[src/design/dcpc_pkg.sv]
// ============================================================================
// dcpc_pkg
// Shared types and constants for the day cycle phase controller: sequencer
// states, day level ramp selection, phase event codes, register indexes.
// ============================================================================
`timescale 1ns / 1ps

package dcpc_pkg;

    // elapsed time and cycle period width
    localparam int TIME_W = 32;

    // seconds in a 24 hour day
    localparam int SECONDS_PER_DAY = 86400;
    localparam int TOD_W           = 17;

    // register index width and indexes
    localparam int CFG_IDX_W = 3;
    localparam logic [CFG_IDX_W-1:0] CFG_CYCLE_PERIOD = 3'd0;
    localparam logic [CFG_IDX_W-1:0] CFG_START_OFFSET = 3'd1;
    localparam logic [CFG_IDX_W-1:0] CFG_DAY_START    = 3'd2;
    localparam logic [CFG_IDX_W-1:0] CFG_DAY_END      = 3'd3;
    localparam logic [CFG_IDX_W-1:0] CFG_SUNRISE_ST   = 3'd4;
    localparam logic [CFG_IDX_W-1:0] CFG_SUNRISE_END  = 3'd5;
    localparam logic [CFG_IDX_W-1:0] CFG_SUNSET_ST    = 3'd6;
    localparam logic [CFG_IDX_W-1:0] CFG_SUNSET_END   = 3'd7;

    // phase event codes
    localparam int EV_W = 3;
    localparam logic [EV_W-1:0] EV_NONE          = 3'd0;
    localparam logic [EV_W-1:0] EV_SUNRISE_START = 3'd1;
    localparam logic [EV_W-1:0] EV_SUNRISE_END   = 3'd2;
    localparam logic [EV_W-1:0] EV_SUNSET_START  = 3'd3;
    localparam logic [EV_W-1:0] EV_SUNSET_END    = 3'd4;

    // sequencer states
    typedef enum logic [2:0] {
        ST_IDLE,
        ST_DIV_PH,
        ST_CALC,
        ST_EVAL,
        ST_DIV_LVL,
        ST_AZ_SETUP,
        ST_DIV_AZ,
        ST_FINISH
    } state_t;

    // which part of the day level trapezoid the phase sits on
    typedef enum logic [1:0] {
        LVL_ZERO,
        LVL_RISE,
        LVL_FULL,
        LVL_FALL
    } lvl_mode_t;

endpackage

[src/design/day_cycle_phase_controller_top.sv]
// ============================================================================
// day_cycle_phase_controller_top
// Derives the day cycle phase from elapsed time and reports day and sun
// flags, lights crossings, sunrise / sunset events, day level, sun azimuth
// and time of day; every division runs on one shared restoring divider.
// ============================================================================
//
//  channel  | handshake              | payload
//  ---------+------------------------+-----------------------------------------
//  input    | in_valid / in_ready    | elapsed_ms
//  output   | out_valid / out_ready  | phase, is_day, sun_up, lights_off_event,
//           |                        | lights_on_event, phase_event, day_level,
//           |                        | azimuth, time_of_day_s
//  config   | cfg_wr_en              | cfg_index, cfg_wdata
//
//  each transaction runs the single restoring divider, one quotient bit per
//  cycle: modulo plus fraction, then day level (only when the phase sits on
//  a sunrise or sunset ramp), then azimuth. in_ready is high only while the
//  sequencer is idle; a finished result waits in the output register so the
//  next transaction can start. the final result load waits while the
//  previous result is still unaccepted. reset is asynchronous and restores
//  the register defaults and last phase.
// ============================================================================
`timescale 1ns / 1ps

module day_cycle_phase_controller_top
    import dcpc_pkg::*;
#(
    parameter int PHASE_BITS = 16
)(
    input  logic                  clk,
    input  logic                  rst_n,

    input  logic                  in_valid,
    output logic                  in_ready,
    input  logic [TIME_W-1:0]     elapsed_ms,

    output logic                  out_valid,
    input  logic                  out_ready,
    output logic [PHASE_BITS-1:0] phase,
    output logic                  is_day,
    output logic                  sun_up,
    output logic                  lights_off_event,
    output logic                  lights_on_event,
    output logic [EV_W-1:0]       phase_event,
    output logic [PHASE_BITS:0]   day_level,
    output logic [PHASE_BITS:0]   azimuth,
    output logic [TOD_W-1:0]      time_of_day_s,

    input  logic                  cfg_wr_en,
    input  logic [CFG_IDX_W-1:0]  cfg_index,
    input  logic [TIME_W-1:0]     cfg_wdata
);

    localparam int PB     = PHASE_BITS;
    localparam int DVD_W  = TIME_W + PB;
    localparam int CNT_W  = $clog2(DVD_W);
    localparam int PROD_W = PB + TOD_W;

    localparam logic [63:0] ONE64   = 64'd1 << PHASE_BITS;
    localparam logic [63:0] TENTH2  = (64'd2 * ONE64 + 64'd5) / 64'd10;
    localparam logic [63:0] TENTH3  = (64'd3 * ONE64 + 64'd5) / 64'd10;
    localparam logic [63:0] TENTH7  = (64'd7 * ONE64 + 64'd5) / 64'd10;
    localparam logic [63:0] TENTH8  = (64'd8 * ONE64 + 64'd5) / 64'd10;
    localparam logic [63:0] QUART1  = ONE64 / 64'd4;
    localparam logic [63:0] QUART3  = (ONE64 * 64'd3) / 64'd4;

    localparam logic [TIME_W-1:0] RST_PERIOD = TIME_W'(600000);
    localparam logic [PB-1:0]     RST_T2     = PB'(TENTH2);
    localparam logic [PB-1:0]     RST_T3     = PB'(TENTH3);
    localparam logic [PB-1:0]     RST_T7     = PB'(TENTH7);
    localparam logic [PB-1:0]     RST_T8     = PB'(TENTH8);
    localparam logic [PB-1:0]     RST_Q1     = PB'(QUART1);
    localparam logic [PB-1:0]     RST_Q3     = PB'(QUART3);

    localparam logic [PB:0]       ONE        = {1'b1, {PB{1'b0}}};
    localparam logic [CNT_W-1:0]  CNT_PH     = CNT_W'(DVD_W - 1);
    localparam logic [CNT_W-1:0]  CNT_FRAC   = CNT_W'(PB - 1);
    localparam logic [PROD_W-1:0] SEC_DAY    = PROD_W'(SECONDS_PER_DAY);

    // configuration registers
    logic [TIME_W-1:0] period_reg;
    logic [PB-1:0]     offset_reg;
    logic [PB-1:0]     day_start_reg;
    logic [PB-1:0]     day_end_reg;
    logic [PB-1:0]     rise_st_reg;
    logic [PB-1:0]     rise_end_reg;
    logic [PB-1:0]     set_st_reg;
    logic [PB-1:0]     set_end_reg;

    // sequencer and divider
    state_t            state_reg, state_next;
    logic [CNT_W-1:0]  cnt_reg;
    logic [DVD_W-1:0]  dvd_reg;
    logic [TIME_W-1:0] rem_reg;
    logic [TIME_W-1:0] dsr_reg;
    logic [PB-1:0]     q_reg;

    // per transaction results
    logic [PB-1:0]     last_phase_reg;
    logic [PB-1:0]     p_reg;
    logic              is_day_reg;
    logic              sun_up_reg;
    logic              off_ev_reg;
    logic              on_ev_reg;
    logic [EV_W-1:0]   ev_reg;
    lvl_mode_t         lvl_mode_reg;
    logic [PB:0]       level_reg;
    logic [TOD_W-1:0]  tod_reg;

    // output register
    logic              out_valid_reg;
    logic [PB-1:0]     phase_out_reg;
    logic              is_day_out_reg;
    logic              sun_up_out_reg;
    logic              off_out_reg;
    logic              on_out_reg;
    logic [EV_W-1:0]   ev_out_reg;
    logic [PB:0]       level_out_reg;
    logic [PB:0]       az_out_reg;
    logic [TOD_W-1:0]  tod_out_reg;

    logic in_fire;
    logic out_free;
    logic div_last;

    assign in_ready = (state_reg == ST_IDLE);
    assign in_fire  = in_valid && in_ready;
    assign out_free = !out_valid_reg || out_ready;
    assign div_last = (cnt_reg == '0);

    // configuration writes
    always_ff @(posedge clk or negedge rst_n)
    begin
        if (!rst_n)
        begin
            period_reg    <= RST_PERIOD;
            offset_reg    <= RST_T3;
            day_start_reg <= RST_Q1;
            day_end_reg   <= RST_Q3;
            rise_st_reg   <= RST_T2;
            rise_end_reg  <= RST_T3;
            set_st_reg    <= RST_T7;
            set_end_reg   <= RST_T8;
        end
        else if (cfg_wr_en)
        begin
            unique case (cfg_index)
                CFG_CYCLE_PERIOD: period_reg    <= cfg_wdata;
                CFG_START_OFFSET: offset_reg    <= cfg_wdata[PB-1:0];
                CFG_DAY_START:    day_start_reg <= cfg_wdata[PB-1:0];
                CFG_DAY_END:      day_end_reg   <= cfg_wdata[PB-1:0];
                CFG_SUNRISE_ST:   rise_st_reg   <= cfg_wdata[PB-1:0];
                CFG_SUNRISE_END:  rise_end_reg  <= cfg_wdata[PB-1:0];
                CFG_SUNSET_ST:    set_st_reg    <= cfg_wdata[PB-1:0];
                CFG_SUNSET_END:   set_end_reg   <= cfg_wdata[PB-1:0];
                default: ;
            endcase
        end
    end

    // shared restoring divider step, one quotient bit per cycle
    logic [TIME_W:0]   div_shift;
    logic [TIME_W+1:0] div_diff;
    logic              div_take;
    logic [TIME_W-1:0] rem_step;
    logic [PB-1:0]     q_step;

    always_comb
    begin
        div_shift = {rem_reg, dvd_reg[DVD_W-1]};
        div_diff  = {1'b0, div_shift} - {2'b00, dsr_reg};
        div_take  = !div_diff[TIME_W+1];
        rem_step  = div_take ? div_diff[TIME_W-1:0] : div_shift[TIME_W-1:0];
        q_step    = {q_reg[PB-2:0], div_take};
    end

    // phase from fraction and offset; zero period leaves the fraction at zero
    logic [PB-1:0] frac;
    logic [PB-1:0] p_calc;

    always_comb
    begin
        frac   = (period_reg == '0) ? '0 : q_reg;
        p_calc = frac + offset_reg;
    end

    // flags, crossings, event priority, ramp selection, time of day
    logic              is_day_c;
    logic              sun_up_c;
    logic              off_c;
    logic              on_c;
    logic [EV_W-1:0]   ev_c;
    lvl_mode_t         lvl_c;
    logic [PROD_W-1:0] tod_prod;

    always_comb
    begin
        is_day_c = (p_reg >= day_start_reg) && (p_reg < day_end_reg);
        sun_up_c = (p_reg >= rise_st_reg) && (p_reg < set_end_reg);

        off_c = ((last_phase_reg < day_start_reg) && (p_reg >= day_start_reg))
             || ((last_phase_reg >= day_end_reg) && (p_reg < day_end_reg));
        on_c  = ((last_phase_reg < day_end_reg) && (p_reg >= day_end_reg))
             || ((last_phase_reg >= day_start_reg) && (p_reg < day_start_reg));

        if ((last_phase_reg < rise_st_reg) && (p_reg >= rise_st_reg))
            ev_c = EV_SUNRISE_START;
        else if ((last_phase_reg < rise_end_reg) && (p_reg >= rise_end_reg))
            ev_c = EV_SUNRISE_END;
        else if ((last_phase_reg < set_st_reg) && (p_reg >= set_st_reg))
            ev_c = EV_SUNSET_START;
        else if ((last_phase_reg < set_end_reg) && (p_reg >= set_end_reg))
            ev_c = EV_SUNSET_END;
        else
            ev_c = EV_NONE;

        if (p_reg < rise_st_reg)
            lvl_c = LVL_ZERO;
        else if (p_reg < rise_end_reg)
            lvl_c = LVL_RISE;
        else if (p_reg < set_st_reg)
            lvl_c = LVL_FULL;
        else if (p_reg < set_end_reg)
            lvl_c = LVL_FALL;
        else
            lvl_c = LVL_ZERO;

        tod_prod = {{TOD_W{1'b0}}, p_reg} * SEC_DAY;
    end

    // day level from ramp selection and ramp quotient
    logic [PB:0] level_c;

    always_comb
    begin
        case (lvl_mode_reg)
            LVL_RISE: level_c = {1'b0, q_reg};
            LVL_FULL: level_c = ONE;
            LVL_FALL: level_c = ONE - {1'b0, q_reg};
            default:  level_c = '0;
        endcase
    end

    // azimuth operands: sun arc while sun is up, night arc otherwise
    logic [PB:0] az_num;
    logic [PB:0] az_den;

    always_comb
    begin
        if (sun_up_reg)
        begin
            az_num = {1'b0, p_reg} - {1'b0, rise_st_reg};
            az_den = {1'b0, set_end_reg} - {1'b0, rise_st_reg};
        end
        else
        begin
            az_num = {1'b0, p_reg} - {1'b0, set_end_reg}
                   + ((p_reg < set_end_reg) ? ONE : '0);
            az_den = ONE - {1'b0, set_end_reg} + {1'b0, rise_st_reg};
        end
    end

    // sequencer state register
    always_ff @(posedge clk or negedge rst_n)
    begin
        if (!rst_n)
            state_reg <= ST_IDLE;
        else
            state_reg <= state_next;
    end

    // sequencer next state
    always_comb
    begin
        state_next = state_reg;
        unique case (state_reg)
            ST_IDLE:     if (in_fire) state_next = ST_DIV_PH;
            ST_DIV_PH:   if (div_last) state_next = ST_CALC;
            ST_CALC:     state_next = ST_EVAL;
            ST_EVAL:
            begin
                if ((lvl_c == LVL_RISE) || (lvl_c == LVL_FALL))
                    state_next = ST_DIV_LVL;
                else
                    state_next = ST_AZ_SETUP;
            end
            ST_DIV_LVL:  if (div_last) state_next = ST_AZ_SETUP;
            ST_AZ_SETUP: state_next = ST_DIV_AZ;
            ST_DIV_AZ:   if (div_last) state_next = ST_FINISH;
            ST_FINISH:   if (out_free) state_next = ST_IDLE;
            default:     state_next = ST_IDLE;
        endcase
    end

    // last phase state
    always_ff @(posedge clk or negedge rst_n)
    begin
        if (!rst_n)
            last_phase_reg <= RST_T3;
        else if (state_reg == ST_EVAL)
            last_phase_reg <= p_reg;
    end

    // divider operands and per transaction results
    always_ff @(posedge clk)
    begin
        case (state_reg)
            ST_IDLE:
            begin
                if (in_fire)
                begin
                    dvd_reg <= {elapsed_ms, {PB{1'b0}}};
                    rem_reg <= '0;
                    dsr_reg <= period_reg;
                    cnt_reg <= CNT_PH;
                end
            end
            ST_DIV_PH, ST_DIV_LVL, ST_DIV_AZ:
            begin
                dvd_reg <= {dvd_reg[DVD_W-2:0], 1'b0};
                rem_reg <= rem_step;
                q_reg   <= q_step;
                cnt_reg <= cnt_reg - 1'b1;
            end
            ST_CALC:
            begin
                p_reg <= p_calc;
            end
            ST_EVAL:
            begin
                is_day_reg   <= is_day_c;
                sun_up_reg   <= sun_up_c;
                off_ev_reg   <= off_c;
                on_ev_reg    <= on_c;
                ev_reg       <= ev_c;
                lvl_mode_reg <= lvl_c;
                tod_reg      <= tod_prod[PROD_W-1:PB];
                dvd_reg      <= '0;
                cnt_reg      <= CNT_FRAC;
                if (lvl_c == LVL_FALL)
                begin
                    rem_reg <= TIME_W'(p_reg - set_st_reg);
                    dsr_reg <= TIME_W'(set_end_reg - set_st_reg);
                end
                else
                begin
                    rem_reg <= TIME_W'(p_reg - rise_st_reg);
                    dsr_reg <= TIME_W'(rise_end_reg - rise_st_reg);
                end
            end
            ST_AZ_SETUP:
            begin
                level_reg <= level_c;
                dvd_reg   <= '0;
                rem_reg   <= TIME_W'(az_num);
                dsr_reg   <= TIME_W'(az_den);
                cnt_reg   <= CNT_FRAC;
            end
            default: ;
        endcase
    end

    // output register valid
    always_ff @(posedge clk or negedge rst_n)
    begin
        if (!rst_n)
            out_valid_reg <= 1'b0;
        else if ((state_reg == ST_FINISH) && out_free)
            out_valid_reg <= 1'b1;
        else if (out_ready)
            out_valid_reg <= 1'b0;
    end

    // output register payload
    always_ff @(posedge clk)
    begin
        if ((state_reg == ST_FINISH) && out_free)
        begin
            phase_out_reg  <= p_reg;
            is_day_out_reg <= is_day_reg;
            sun_up_out_reg <= sun_up_reg;
            off_out_reg    <= off_ev_reg;
            on_out_reg     <= on_ev_reg;
            ev_out_reg     <= ev_reg;
            level_out_reg  <= level_reg;
            az_out_reg     <= {1'b0, q_reg};
            tod_out_reg    <= tod_reg;
        end
    end

    assign out_valid        = out_valid_reg;
    assign phase            = phase_out_reg;
    assign is_day           = is_day_out_reg;
    assign sun_up           = sun_up_out_reg;
    assign lights_off_event = off_out_reg;
    assign lights_on_event  = on_out_reg;
    assign phase_event      = ev_out_reg;
    assign day_level        = level_out_reg;
    assign azimuth          = az_out_reg;
    assign time_of_day_s    = tod_out_reg;

    // an accepted transaction always starts the modulo division
    a_accept_starts_div: assert property (@(posedge clk) disable iff (!rst_n)
        in_fire |=> (state_reg == ST_DIV_PH))
        else $error("accepted transaction did not start the divider");

    // the azimuth division hands over to the result load
    a_az_div_ends: assert property (@(posedge clk) disable iff (!rst_n)
        ((state_reg == ST_DIV_AZ) && div_last) |=> (state_reg == ST_FINISH))
        else $error("azimuth division did not end in result load");

    // a free output slot at result load always produces a valid result
    a_finish_loads: assert property (@(posedge clk) disable iff (!rst_n)
        ((state_reg == ST_FINISH) && out_free) |=> (out_valid_reg && in_ready))
        else $error("result load did not present a result");

    // only defined event codes reach the output
    a_event_code: assert property (@(posedge clk) disable iff (!rst_n)
        out_valid_reg |-> (ev_out_reg <= EV_SUNSET_END))
        else $error("undefined phase event code");

endmodule

[config.mk]
export PLATFORM = sky130hd
export DESIGN_NAME = day_cycle_phase_controller_top
export DESIGN_NICKNAME = d
export VERILOG_FILES = /design/src/design/dcpc_pkg.sv /design/src/design/day_cycle_phase_controller_top.sv
export SDC_FILE = /design/constraint.sdc
export NUM_CORES = 1
export LEC_CHECK = 0
export BUFFER_PORTS_ARGS = -buffer_cell sky130_fd_sc_hd__buf_2
export CORE_UTILIZATION = 54
export DETAILED_ROUTE_END_ITERATION = 8
export PLACE_DENSITY = 0.74
export SETUP_SLACK_MARGIN = 0.3
export SLEW_MARGIN = 20
export SYNTH_ARGS = -nofsm -noshare
export SYNTH_HDL_FRONTEND = slang
export SYNTH_SLANG_ARGS = --single-unit
[constraint.sdc]
create_clock -name clk -period 5.02 [get_ports clk]
set_clock_uncertainty 0.1 [all_clocks]
set_input_delay 0 -clock clk [delete_from_list [all_inputs] [get_ports clk]]
set_output_delay 0 -clock clk [all_outputs]
set_load 0.02 [all_outputs]
==> impl_summary.txt, run 1 <==
----------------------------------------------------
[Layout]
  Share of cells above drive strength 1 ... 0.1718
  Area grow syn2layout ... 15.33%
  Post-Layout Cell Count ... 3,779
  Diodes inserted ... 0
  Final layout net count ... 3,549
  Core Util, Final ... 0.6361
  Filler instances ... 4,240

[Global routing]
  Pin count of the biggest net entering global routing ... 96
  Total congestion overflow after global routing ... 0
  Wire length of the first global-routing pass ... 134,300 um
  Via count of the first global-routing pass ... 23,398
  Number of antenna violations at the first check in global routing ... 0
  Total routing resource utilization after global routing ... 0.3226

[Routing]
  Wire length on met1 ... 37,750 um
  Initial DRC count ... 1,679
  Wirelength per Cell ... 23.51 um
  # DRC ... 0
  Vias ... 23,495
  Routed wl met2 ... 41,820 um
  Highest metal used ... met4
  Final WL ... 88,830 um
  Vias per cell ... 6.217
  Routed length on met3 ... 5840 um
  TritonRoute pass-1 iters ... 7
  Number of nets with antenna violations after routing ... 0

[Place]
  Placed cell count ... 3,600
  Total of buffers placed on input and output ports ... 146
  Worst setup slack after placement ... -0.2018 ns
  DPL Wire Length ... 65,700 um
  GPL Wtd Cong ... 0.9931

[Worst setup path]
  Critical path cell sequence ... ha_1 -> inv_2 -> fa_2 -> inv_2 -> fa_2 -> ha_4 -> inv_2 -> fa_1 -> inv_1 -> ha_2 -> or4_4 -> a21oi_4 -> o211ai_2 -> a31o_2 -> o41a_1 -> or4_1 -> and3_1
  Number of gates on the worst path with buffers counted ... 17
  Worst endpoint required time ... 5.28 ns
  Cell seen most often among critical-path stages ... inv_2
  Cell class contributing the biggest share of worst-path delay ... adder cells
  Last element of the critical path ... tod_reg[16]
  R2R Path End ... tod_reg[16]
  Standard cell with the maximum stage delay on the critical path ... fa_2
  CP bufs+invs ... 4
  Critical Path AT ... 5.48 ns
  Critical Path Fanout Max ... 3
  Launching point of the worst reg2reg path ... p_reg[3]
  Startpoint of the most critical setup path ... p_reg[3]
  Sort of element at the end of the critical path ... register
  CP Launch Type ... register
  Worst Reg2Reg Path Length in Cells ... 17
  Class of the most critical setup path ... reg2reg
  Delay contributed by the slowest stage of the critical path ... 0.56 ns
  Internal reg-to-reg setup slack ... -0.21 ns

[CTS]
  Root buf cell ... clkbuf_16
  Clock buffers created by TritonCTS ... 47
  Total number of clock tree sinks ... 414
  Maximum root-to-sink buffer count ... 3
  H-tree depth reported by CTS ... 2
  Clock-pin transition on the worst setup and hold timing paths ... 0.06 ns
  Clock insertion delay at the later pin of the skew report ... 0.62 ns
  Clock tree from TritonCTS ... yes

[Floorplan]
  Die Area ... 0.05503 mm2
  Starting density of the core ... 0.5515
  Overall die height ... 234.6 um
  Total I/O pin count ... 148
  Die Span X ... 234.6 um
  Area of the core ... 0.05297 mm2
  Core Rows ... 84

[Yosys]
  Synthesized net count ... 3,273
  Async SR Flop Fraction ... 0.3961
  Gate count of the mapped netlist ... 2,777
  Dominant cell by count in the synthesized netlist ... ha_1
  Count of flip-flops with a built-in enable after synthesis ... 250
  Number of unique standard cell types used by synthesis ... 82
  Commonest register cell after synthesis ... edfxtp_1
  Most frequent cells after synthesis ... ha_1 (387), edfxtp_1 (250), inv_1 (244), nand2_1 (186), o21ai_0 (156)
  Fraction of post-synthesis cell area in the top cell type by area ... 0.2570
  Yosys warnings ... 0
  Post-synth design cell area ... 0.02921 mm2
  Mean area per synthesized cell ... 10.52 um2
  Area contributors post-synth ... edfxtp_1 (26%), ha_1 (17%), dfrtp_1 (8.8%)
  Number of storage elements in the synthesis netlist ... 414
  Post-synth top area cell ... edfxtp_1
  Sequential element share of the synthesized area ... 0.4001

[Timing]
  Unrepaired setup endpoints after global routing ... yes
  Rel. slew slack ... 0.3259
  Setup slack after layout ... -0.2075 ns
  Max Transition Viols Final ... 0
  Final hold vios ... 0
  Tcrit/Tclk final ... 1.041
  Fin crit period ... 5.228 ns
  Final-layout setup total negative slack ... -0.2270 ns
  Final-report setup violation count ... 2
  Highest clock frequency the design can meet ... 191.3 MHz
  Transition time of the tightest slew-check pin ... 1.006 ns

[Status]
  Failing checks ... setup timing
  Result of the run ... complete, but fails checks

[Pwr]
  Peak VDD IR ... 0.3009 mV
  Leakage power summed over all cells ... 15.15 nW
  Total power ... 11.56 mW
  Total power per unit cell area ... 343.1 mW/mm2

[Flow run]
  Number of max-capacitance violations reported ... 0

[Hold path]
  Worst hold path type ... in2async

----------------------------------------------------
[worst min path at each step]
stage	cells past startpoint	end	from	slack, ns
finish	2	day_end_reg[15]	rst_n	0.03
global route	2	offset_reg[2]	rst_n	0.05
CTS	2	offset_reg[11]	rst_n	0.02
detailed placement	1	day_end_reg[2]	rst_n	-0.05
global placement	1	day_start_reg[1]	rst_n	-0.06
floorplan	0	day_end_reg[0]	rst_n	-0.40
[per-layer routing]
metal,track usage,vias up
met5,0,-
met4,0.1206,0
met3,0.04167,155
met2,0.5350,864
met1,0.4304,11686
li1,-,10790
[cells by family (layout without fill, tap and decap cells)]
group | after synthesis | after routing | synth area share
AND/OR/NAND/NOR | 611 | 611 | 0.1029
XOR/XNOR | 145 | 145 | 0.04347
flip-flops | 414 | 414 | 0.4001
adder cells (fa/ha/maj) | 424 | 424 | 0.1911
multiplexers | 141 | 141 | 0.05341
buffers and inverters | 322 | 636 | 0.04304
AO/OA/AOI/OAI | 719 | 719 | 0.1659
other | 1 | 1 | 0.0001284
[power by group]
| group | total [mW] | switching (mW) | internal, mW | leakage, nW |
|---|---|---|---|---|
| combinational | 3.77 | 2.22 | 1.55 | 10.0 |
| clock | 3.61 | 1.53 | 2.08 | 0.788 |
| sequential | 4.18 | 0.225 | 3.95 | 4.33 |
| total | 11.6 | 3.98 | 7.59 | 15.1 |
[worst reg2reg max path, delay by kind of cell, from the launching register on]
| kind | cells | cell delay [ns] |
|---|---|---|
| AOI/OAI and AO/OA | 4 | 0.84 |
| DFF | 1 | 0.49 |
| and+or+nand+nor | 3 | 1.14 |
| buffers and inverters | 4 | 0.17 |
| adders and majority gates | 6 | 2.23 |
[stage by stage]
| stage | instance area [um2] | hold WS, ns |
|---|---|---|
| after global placement | 31040 | -0.05802 |
| after global routing | 33690 | 0.05363 |
| final | 33690 | 0.02692 |
| after floorplan | 29230 | -0.3956 |
| after CTS | 33610 | 0.01897 |
| after detailed placement | 31040 | -0.05380 |
[cell usage in the layout (no fill, tap or decap), types with 14 or more instances in the layout]
cell type / count
ha_1: 380
edfxtp_1: 250
inv_1: 239
nand2_1: 184
o21ai_0: 156
a21oi_1: 147
buf_2: 145
mux2_2: 116
nor2_1: 110
dfrtp_1: 103
a21o_1: 99
xnor2_1: 98
dlygate4sd3_1: 84
buf_4: 64
dfstp_2: 61
nor3_1: 49
o21a_1: 48
clkbuf_16: 48
xor2_1: 46
nand3_1: 43
nor2b_1: 40
fa_1: 35
nand4_1: 34
a211oi_1: 32
a22o_1: 32
nand2b_1: 29
mux2i_1: 24
a221o_1: 22
and3_1: 22
and2_1: 21
a22oi_1: 19
nor4_1: 18
o211ai_1: 16
a31oi_1: 15
o21bai_1: 15
or3_1: 14
[cell type report]
type	instances	area, um2	area share
repair buffers	302	2182	0.06476
clock inverters	30	352.8	0.01047
flip-flops and latches	414	11690	0.3469
clock buffers	57	1265	0.03754
well taps	688	860.8	0.02555
inverters	247	928.4	0.02755
multi-input cells	2041	16420	0.4872
[repair_timing]
action,4_1_cts,5_1_grt
gates cloned,0,0
endpoints found under the setup margin,4,5
hold endpoints to repair,304,0
setup buffers,3,4
hold buffers,85,0
resized for setup,11,12
pin swaps,2,8
Note: power is estimated with default switching activity, not from simulation.
==> inputs of run 2 (changes only) <==
--- a/config.mk
+++ b/config.mk
@@ -8,6 +8,7 @@
 export BUFFER_PORTS_ARGS = -buffer_cell sky130_fd_sc_hd__buf_2
 export CORE_UTILIZATION = 54
 export DETAILED_ROUTE_END_ITERATION = 8
+export HOLD_SLACK_MARGIN = 0.15
 export PLACE_DENSITY = 0.74
 export SETUP_SLACK_MARGIN = 0.3
 export SLEW_MARGIN = 20
==> run 2 against run 1 <==
The flow still finishes with violations (setup timing); final area up 1.7%; register-to-register slack about the same; core utilization up 1.1 points; clock power about the same; cell count up 1.6%; non-clock buffer count up 57; worst setup slack better by 0.0045 ns; total power up 0.54%; via count up 1.4%; global-route usage up 0.81 points; first-iteration DRC count up 3.3%; clock-buffer cell count unchanged; critical endpoint unchanged; largest power group unchanged; highest routed layer unchanged.
==> impl_summary.txt, run 2 (synthesis gave the netlist of run 1 again) <==
----------------------------------------------------
[Routing]
  Initial DRC count ... 1,734 (+3.3%)
  Vias ... 23,831 (+1.4%)
  Wirelength per Cell ... 23.77 um (+1.1%)
  Vias per cell ... 6.206 (-0.18%)
  Final WL ... 91,260 um (+2.7%)
  TritonRoute pass-1 iters ... 7 (unchanged)
  Number of nets with antenna violations after routing ... 0 (unchanged)
  # DRC ... 0 (unchanged)

[Floorplan]
  Total I/O pin count ... 148 (unchanged)
  Core Rows ... 84 (unchanged)
  Die Area ... 0.05503 mm2 (unchanged)
  Die Span X ... 234.6 um (unchanged)
  Starting density of the core ... 0.5515 (unchanged)
  Overall die height ... 234.6 um (unchanged)
  Area of the core ... 0.05297 mm2 (unchanged)

[Worst setup path]
  Worst endpoint required time ... 5.28 ns (about the same)
  Critical Path Fanout Max ... 3 (unchanged)
  Critical Path AT ... 5.48 ns (about the same)
  Sort of element at the end of the critical path ... register
  Class of the most critical setup path ... reg2reg
  CP Launch Type ... register

[Global routing]
  Wire length of the first global-routing pass ... 137,300 um (+2.2%)
  Number of antenna violations at the first check in global routing ... 5 (+5)
  Total routing resource utilization after global routing ... 0.3307 (+0.008091)
  Via count of the first global-routing pass ... 23,844 (+1.9%)
  Pin count of the biggest net entering global routing ... 96 (unchanged)
  Total congestion overflow after global routing ... 0 (unchanged)

[Pwr]
  Switching power of the nets ... 4.005 mW (+0.73%)
  Switching share of total power ... 0.3445 (+0.0006449)
  Int Pwr ... 7.620 mW (+0.44%)
  Total power per unit cell area ... 339.1 mW/mm2 (-1.2%)
  Fraction of power consumed by combinational cells ... 0.329 (+0.003)
  Fraction of power consumed by the clock network ... 0.311 (-0.002)
  Leakage power summed over all cells ... 15.39 nW (+1.6%)
  Peak VDD IR ... 0.2974 mV (-1.2%)
  Part of the total power dissipated in sequential elements ... 0.359 (-0.002)

[CTS]
  Clock insertion delay at the later pin of the skew report ... 0.62 ns (about the same)
  Clock buffers created by TritonCTS ... 47 (unchanged)
  Root buf cell ... clkbuf_16
  Total number of clock tree sinks ... 414 (unchanged)
  H-tree depth reported by CTS ... 2 (unchanged)
  Clock tree from TritonCTS ... yes
  Clock-pin transition on the worst setup and hold timing paths ... 0.06 ns (about the same)
  Maximum root-to-sink buffer count ... 3 (unchanged)

[Timing]
  Final-layout setup total negative slack ... -0.2174 ns (+0.009620 ns)
  Highest clock frequency the design can meet ... 191.5 MHz (about the same)
  Final hold vios ... 0 (unchanged)
  Rel. slew slack ... 0.3115 (-0.01443)
  Setup slack after layout ... -0.2030 ns (+0.004500 ns)
  Max Transition Viols Final ... 0 (unchanged)
  Transition time of the tightest slew-check pin ... 1.029 ns (+0.02317 ns)
  Fin crit period ... 5.223 ns (-0.004500 ns)
  Unrepaired setup endpoints after global routing ... yes
  Tcrit/Tclk final ... 1.040 (about the same)
  Final-report setup violation count ... 2 (unchanged)

[Place]
  Placed cell count ... 3,600 (unchanged)
  Total of buffers placed on input and output ports ... 146 (unchanged)
  GPL Wtd Cong ... 0.9931 (unchanged)
  DPL Wire Length ... 65,700 um (unchanged)

[Status]
  Failing checks ... setup timing
  Result of the run ... complete, but fails checks

[Layout]
  Leading cell types in the layout, fill and taps excluded ... ha_1 (380), edfxtp_1 (250), inv_1 (239)
  Filler instances ... 4,154 (-2.0%)
  Share of cells above drive strength 1 ... 0.1687 (-0.003111)
  Area grow syn2layout ... 17.32%
  Most common library cell in the layout ignoring fill and taps ... ha_1
  Core Util, Final ... 0.6470 (+0.01096)
  Post-Layout Cell Count ... 3,840 (+1.6%)
  Final layout net count ... 3,606 (+1.6%)

[Flow run]
  Number of max-capacitance violations reported ... 0 (unchanged)

[Hold path]
  Worst hold path type ... in2reg

----------------------------------------------------
run 2: routing by layer:
layer  GRT usage  vias up  wire length [um]
met4      0.1417        0              4114
met2      0.5460      953             42820
li1            -    10897                 -
met5           0        -                 0
met3     0.04688      196              6413
met1      0.4336    11785             37920
run 2: path summary, 6_finish.rpt:
check / startpoint / end / slack (ns) / cells after the start
max: p_reg[3] / tod_reg[16] / -0.20 / 17
min: out_ready / out_valid / 0.21 / 4
max reg2reg: p_reg[3] / tod_reg[16] / -0.20 / 17
min reg2reg: tod_reg[16] / time_of_day_s[16] / 0.31 / 0
max in group asynchronous: rst_n / period_reg[15] / 3.64 / 4
min in group asynchronous: rst_n / day_end_reg[15] / 0.56 / 3
run 2: stage by stage:
| step | total power, mW | hold slack (ns) | cell area (um2) | setup WS [ns] |
|---|---|---|---|---|
| final | 11.62 | 0.2146 | 34270 | -0.2030 |
| after global routing | 12.14 | 0.2387 | 34270 | -0.3541 |
| after CTS | 11.53 | 0.1679 | 34180 | -0.1891 |
| after detailed placement | 7.803 | -0.05380 | 31040 | -0.2018 |
| after global placement | 7.716 | -0.05802 | 31040 | -0.1760 |
| after floorplan | 6.722 | -0.3956 | 29230 | -0.2350 |
run 2: worst max-delay path, stage by stage, from the launching register on:
cell,delay (ns)
edfxtp_1,0.49
ha_1,0.34
inv_2,0.05
fa_2,0.55
inv_2,0.04
fa_2,0.56
ha_4,0.13
inv_2,0.03
fa_1,0.47
inv_1,0.05
ha_2,0.18
or4_4,0.50
a21oi_4,0.15
o211ai_2,0.11
a31o_2,0.24
o41a_1,0.34
or4_1,0.47
and3_1,0.17
run 2: cell type report:
class,instances,area [um2],area share
well taps,688,860.8,0.02512
clock buffers,57,1265,0.03691
inverters,247,928.4,0.02709
repair buffers,359,2753,0.08031
flip-flops and latches,414,11690,0.3410
diodes,4,10.01,0.0002920
multi-input cells,2041,16420,0.4790
clock inverters,30,352.8,0.01029
run 2: repair_timing:
action / in CTS / in global routing
buffers inserted: 3 / 4
hold buffers: 142 / 0
hold endpoints to repair: 305 / 0
gates resized for setup: 11 / 12
pin swaps: 2 / 8
setup endpoints to repair: 4 / 5
run 2: power by group through the flow:
| stage | Clock (mW) | Combinational (mW) | Sequential [mW] |
|---|---|---|---|
| 6_report | 3.62 | 3.83 | 4.18 |
| 5_1_grt | 3.78 | 4.16 | 4.20 |
| 4_1_cts | 3.66 | 3.71 | 4.17 |
| 3_5_place_dp | 0 | 3.57 | 4.23 |
| 3_3_place_gp | 0 | 3.50 | 4.22 |
| 2_1_floorplan | 0 | 2.58 | 4.14 |
==> inputs of run 3 (changes only) <==
--- a/config.mk
+++ b/config.mk
@@ -6,10 +6,12 @@
 export NUM_CORES = 1
 export LEC_CHECK = 0
 export BUFFER_PORTS_ARGS = -buffer_cell sky130_fd_sc_hd__buf_2
-export CORE_UTILIZATION = 54
+export CELL_PAD_IN_SITES_DETAIL_PLACEMENT = 0
+export CELL_PAD_IN_SITES_GLOBAL_PLACEMENT = 1
+export CORE_UTILIZATION = 45
 export DETAILED_ROUTE_END_ITERATION = 8
 export HOLD_SLACK_MARGIN = 0.15
-export PLACE_DENSITY = 0.74
+export PLACE_DENSITY_LB_ADDON = 0.1
 export SETUP_SLACK_MARGIN = 0.3
 export SLEW_MARGIN = 20
 export SYNTH_ARGS = -nofsm -noshare
==> run 3 against run 2 <==
Register-to-register slack lost 0.03 ns; via count shrank 3.0%; combinational power grew 4%; first-iteration DRC count grew 7.9%; worst hold slack lost 0.0082 ns; sequential cell count is the same; sequential power is essentially flat; highest routed layer unchanged; the flow still finishes with violations (setup timing); global-route usage shrank 4.7 points; worst setup slack lost 0.031 ns; clock-buffer cell count grew 6.
==> impl_summary.txt, run 3 (synthesis gave the netlist of run 1 again) <==
----------------------------------------------------
[Timing]
  Final hold vios ... 0 (unchanged)
  Unrepaired setup endpoints after global routing ... yes
  Final-report setup violation count ... 2 (unchanged)
  Fin crit period ... 5.254 ns (+0.03125 ns)
  Highest clock frequency the design can meet ... 190.3 MHz (-0.59%)
  Rel. slew slack ... 0.3171 (+0.005621)
  Tcrit/Tclk final ... 1.047 (+0.006225)
  Transition time of the tightest slew-check pin ... 1.024 ns (-0.004630 ns)
  Setup slack after layout ... -0.2343 ns (-0.03125 ns)
  Max Transition Viols Final ... 0 (unchanged)

[Status]
  Failing checks ... setup timing
  Result of the run ... complete, but fails checks

[CTS]
  Total number of clock tree sinks ... 414 (unchanged)
  Clock insertion delay at the later pin of the skew report ... 0.63 ns (about the same)
  Clock tree from TritonCTS ... yes
  Maximum root-to-sink buffer count ... 3 (unchanged)
  Clock buffers created by TritonCTS ... 50 (+6.4%)
  H-tree depth reported by CTS ... 2 (unchanged)
  Root buf cell ... clkbuf_16
  Clock-pin transition on the worst setup and hold timing paths ... 0.06 ns (about the same)

[Layout]
  Area taken by flip-flops and latches ... 0.01169 mm2 (unchanged)
  Most common library cell in the layout ignoring fill and taps ... ha_1
  Filler instances ... 5,669 (+36%)
  Core Util, Final ... 0.5414 (-0.1056)
  Diodes inserted ... 0 (-4)
  Post-Layout Cell Count ... 4,047 (+5.4%)
  Share of cells above drive strength 1 ... 0.1745 (+0.005820)
  Leading cell types in the layout, fill and taps excluded ... ha_1 (381), edfxtp_1 (250), inv_1 (241)
  Area grow syn2layout ... 19.26%
  Final layout net count ... 3,646 (+1.1%)
  Final instance area ... 0.03484 mm2 (+1.7%)
  Area of the multi-input gates ... 0.01639 mm2 (-0.14%)

[Flow run]
  Number of max-capacitance violations reported ... 0 (unchanged)

[Floorplan]
  Area of the core ... 0.06435 mm2 (+21%)
  Die Span X ... 256.8 um (+9.5%)
  Total I/O pin count ... 148 (unchanged)
  Die Area ... 0.06594 mm2 (+20%)
  Starting density of the core ... 0.4540 (-0.09751)
  Core Rows ... 93 (+11%)
  Overall die height ... 256.8 um (+9.5%)

[Global routing]
  Total routing resource utilization after global routing ... 0.2838 (-0.04694)
  Via count of the first global-routing pass ... 23,443 (-1.7%)
  Pin count of the biggest net entering global routing ... 73 (-24%)
  Wire length of the first global-routing pass ... 141,800 um (+3.3%)
  Total congestion overflow after global routing ... 0 (unchanged)
  Number of antenna violations at the first check in global routing ... 3 (-2)

[Place]
  DPL Wire Length ... 69,140 um (+5.2%)
  Dpl cell area ... 0.03141 mm2 (+1.2%)
  GPL Wtd Cong ... 0.9843 (-0.89%)
  Total of buffers placed on input and output ports ... 146 (unchanged)
  Placed cell count ... 3,790 (+5.3%)

[Routing]
  TritonRoute pass-1 iters ... 7 (unchanged)
  Initial DRC count ... 1,871 (+7.9%)
  Number of nets with antenna violations after routing ... 0 (unchanged)
  Wirelength per Cell ... 23.12 um (-2.7%)
  # DRC ... 0 (unchanged)
  Vias ... 23,114 (-3.0%)
  Vias per cell ... 5.711 (-8.0%)
  Final WL ... 93,560 um (+2.5%)

[Pwr]
  Fraction of power consumed by the clock network ... 0.315 (+0.004)
  Leakage power summed over all cells ... 15.59 nW (+1.3%)
  Part of the total power dissipated in sequential elements ... 0.351 (-0.008)
  Fraction of power consumed by combinational cells ... 0.334 (+0.005)
  Int Pwr ... 7.816 mW (+2.6%)
  Switching share of total power ... 0.3437 (-0.0008232)
  Peak VDD IR ... 0.2886 mV (-2.9%)
  Total power per unit cell area ... 341.8 mW/mm2 (+0.78%)
  Switching power of the nets ... 4.093 mW (+2.2%)

[Worst setup path]
  Critical Path Fanout Max ... 5 (+2)
  Critical Path AT ... 5.53 ns (+0.05 ns)
  Class of the most critical setup path ... reg2reg
  Sort of element at the end of the critical path ... register
  CP Launch Type ... register
  Worst endpoint required time ... 5.29 ns (about the same)

[Hold path]
  Worst hold path type ... in2reg

----------------------------------------------------
run 3: layout make-up:
cell class / count / area share
clock buffers: 63 / 0.03904
clock inverters: 31 / 0.009948
inverters: 247 / 0.02661
multi-input cells: 2041 / 0.4705
flip-flops and latches: 414 / 0.3355
well taps: 855 / 0.03071
repair buffers: 396 / 0.08770
run 3: power groups by stage:
| stage | Clock [mW] | Sequential, mW | Combinational (mW) |
|---|---|---|---|
| after floorplan | 0 | 4.14 | 2.58 |
| final | 3.75 | 4.18 | 3.98 |
| after global placement | 0 | 4.23 | 3.69 |
| after detailed placement | 0 | 4.23 | 3.73 |
| after CTS | 3.84 | 4.17 | 3.90 |
| after global routing | 3.95 | 4.21 | 4.33 |
run 3: timing repair:
action | in CTS | in global routing
gates resized for setup | 2 | 14
hold endpoints to repair | 316 | 0
setup buffers | 2 | 3
hold buffers | 157 | 0
pin swaps | 3 | 7
setup endpoints to repair | 4 | 8
run 3: stage by stage:
stage / setup slack (ns) / TNS (ns) / hold slack, ns / power [mW]
final: -0.2343 / -0.2866 / 0.2064 / 11.91
after global routing: -0.3773 / -0.6972 / 0.2170 / 12.49
after CTS: -0.2081 / -0.2440 / 0.1797 / 11.90
after detailed placement: -0.1808 / -0.1808 / 0.1083 / 7.967
after global placement: -0.2117 / -0.2117 / 0.09884 / 7.915
after floorplan: -0.2350 / -0.2350 / -0.3956 / 6.722
run 3: final timing paths:
path / start / end / slack, ns / cells past startpoint
setup / recovery: p_reg[3] / tod_reg[16] / -0.23 / 15
hold / removal: elapsed_ms[22] / dvd_reg[38] / 0.21 / 3
setup reg to reg: p_reg[3] / tod_reg[16] / -0.23 / 15
hold reg to reg: level_reg[10] / day_level[10] / 0.31 / 0
max in group asynchronous: rst_n / set_st_reg[13] / 3.61 / 4
min in group asynchronous: rst_n / day_end_reg[15] / 0.69 / 3
run 3: per-layer routing:
metal / GRT usage / vias up / wire length, um / share of wire
met5: 0 / - / 0 / 0
met4: 0.08747 / 0 / 2766 / 0.030
met3: 0.03588 / 138 / 4505 / 0.048
met2: 0.4667 / 625 / 43590 / 0.47
met1: 0.3885 / 11378 / 42700 / 0.46
li1: - / 10973 / - / -
run 3: critical path: stages, from the launching register on:
cell	delay, ns
edfxtp_1	0.47
ha_1	0.33
fa_1	0.54
fa_1	0.43
ha_1	0.29
inv_1	0.05
fa_1	0.50
inv_1	0.04
ha_1	0.20
or4_4	0.53
a21oi_4	0.16
o211ai_2	0.11
a31o_2	0.23
o41a_1	0.35
or4_1	0.49
and3_4	0.19
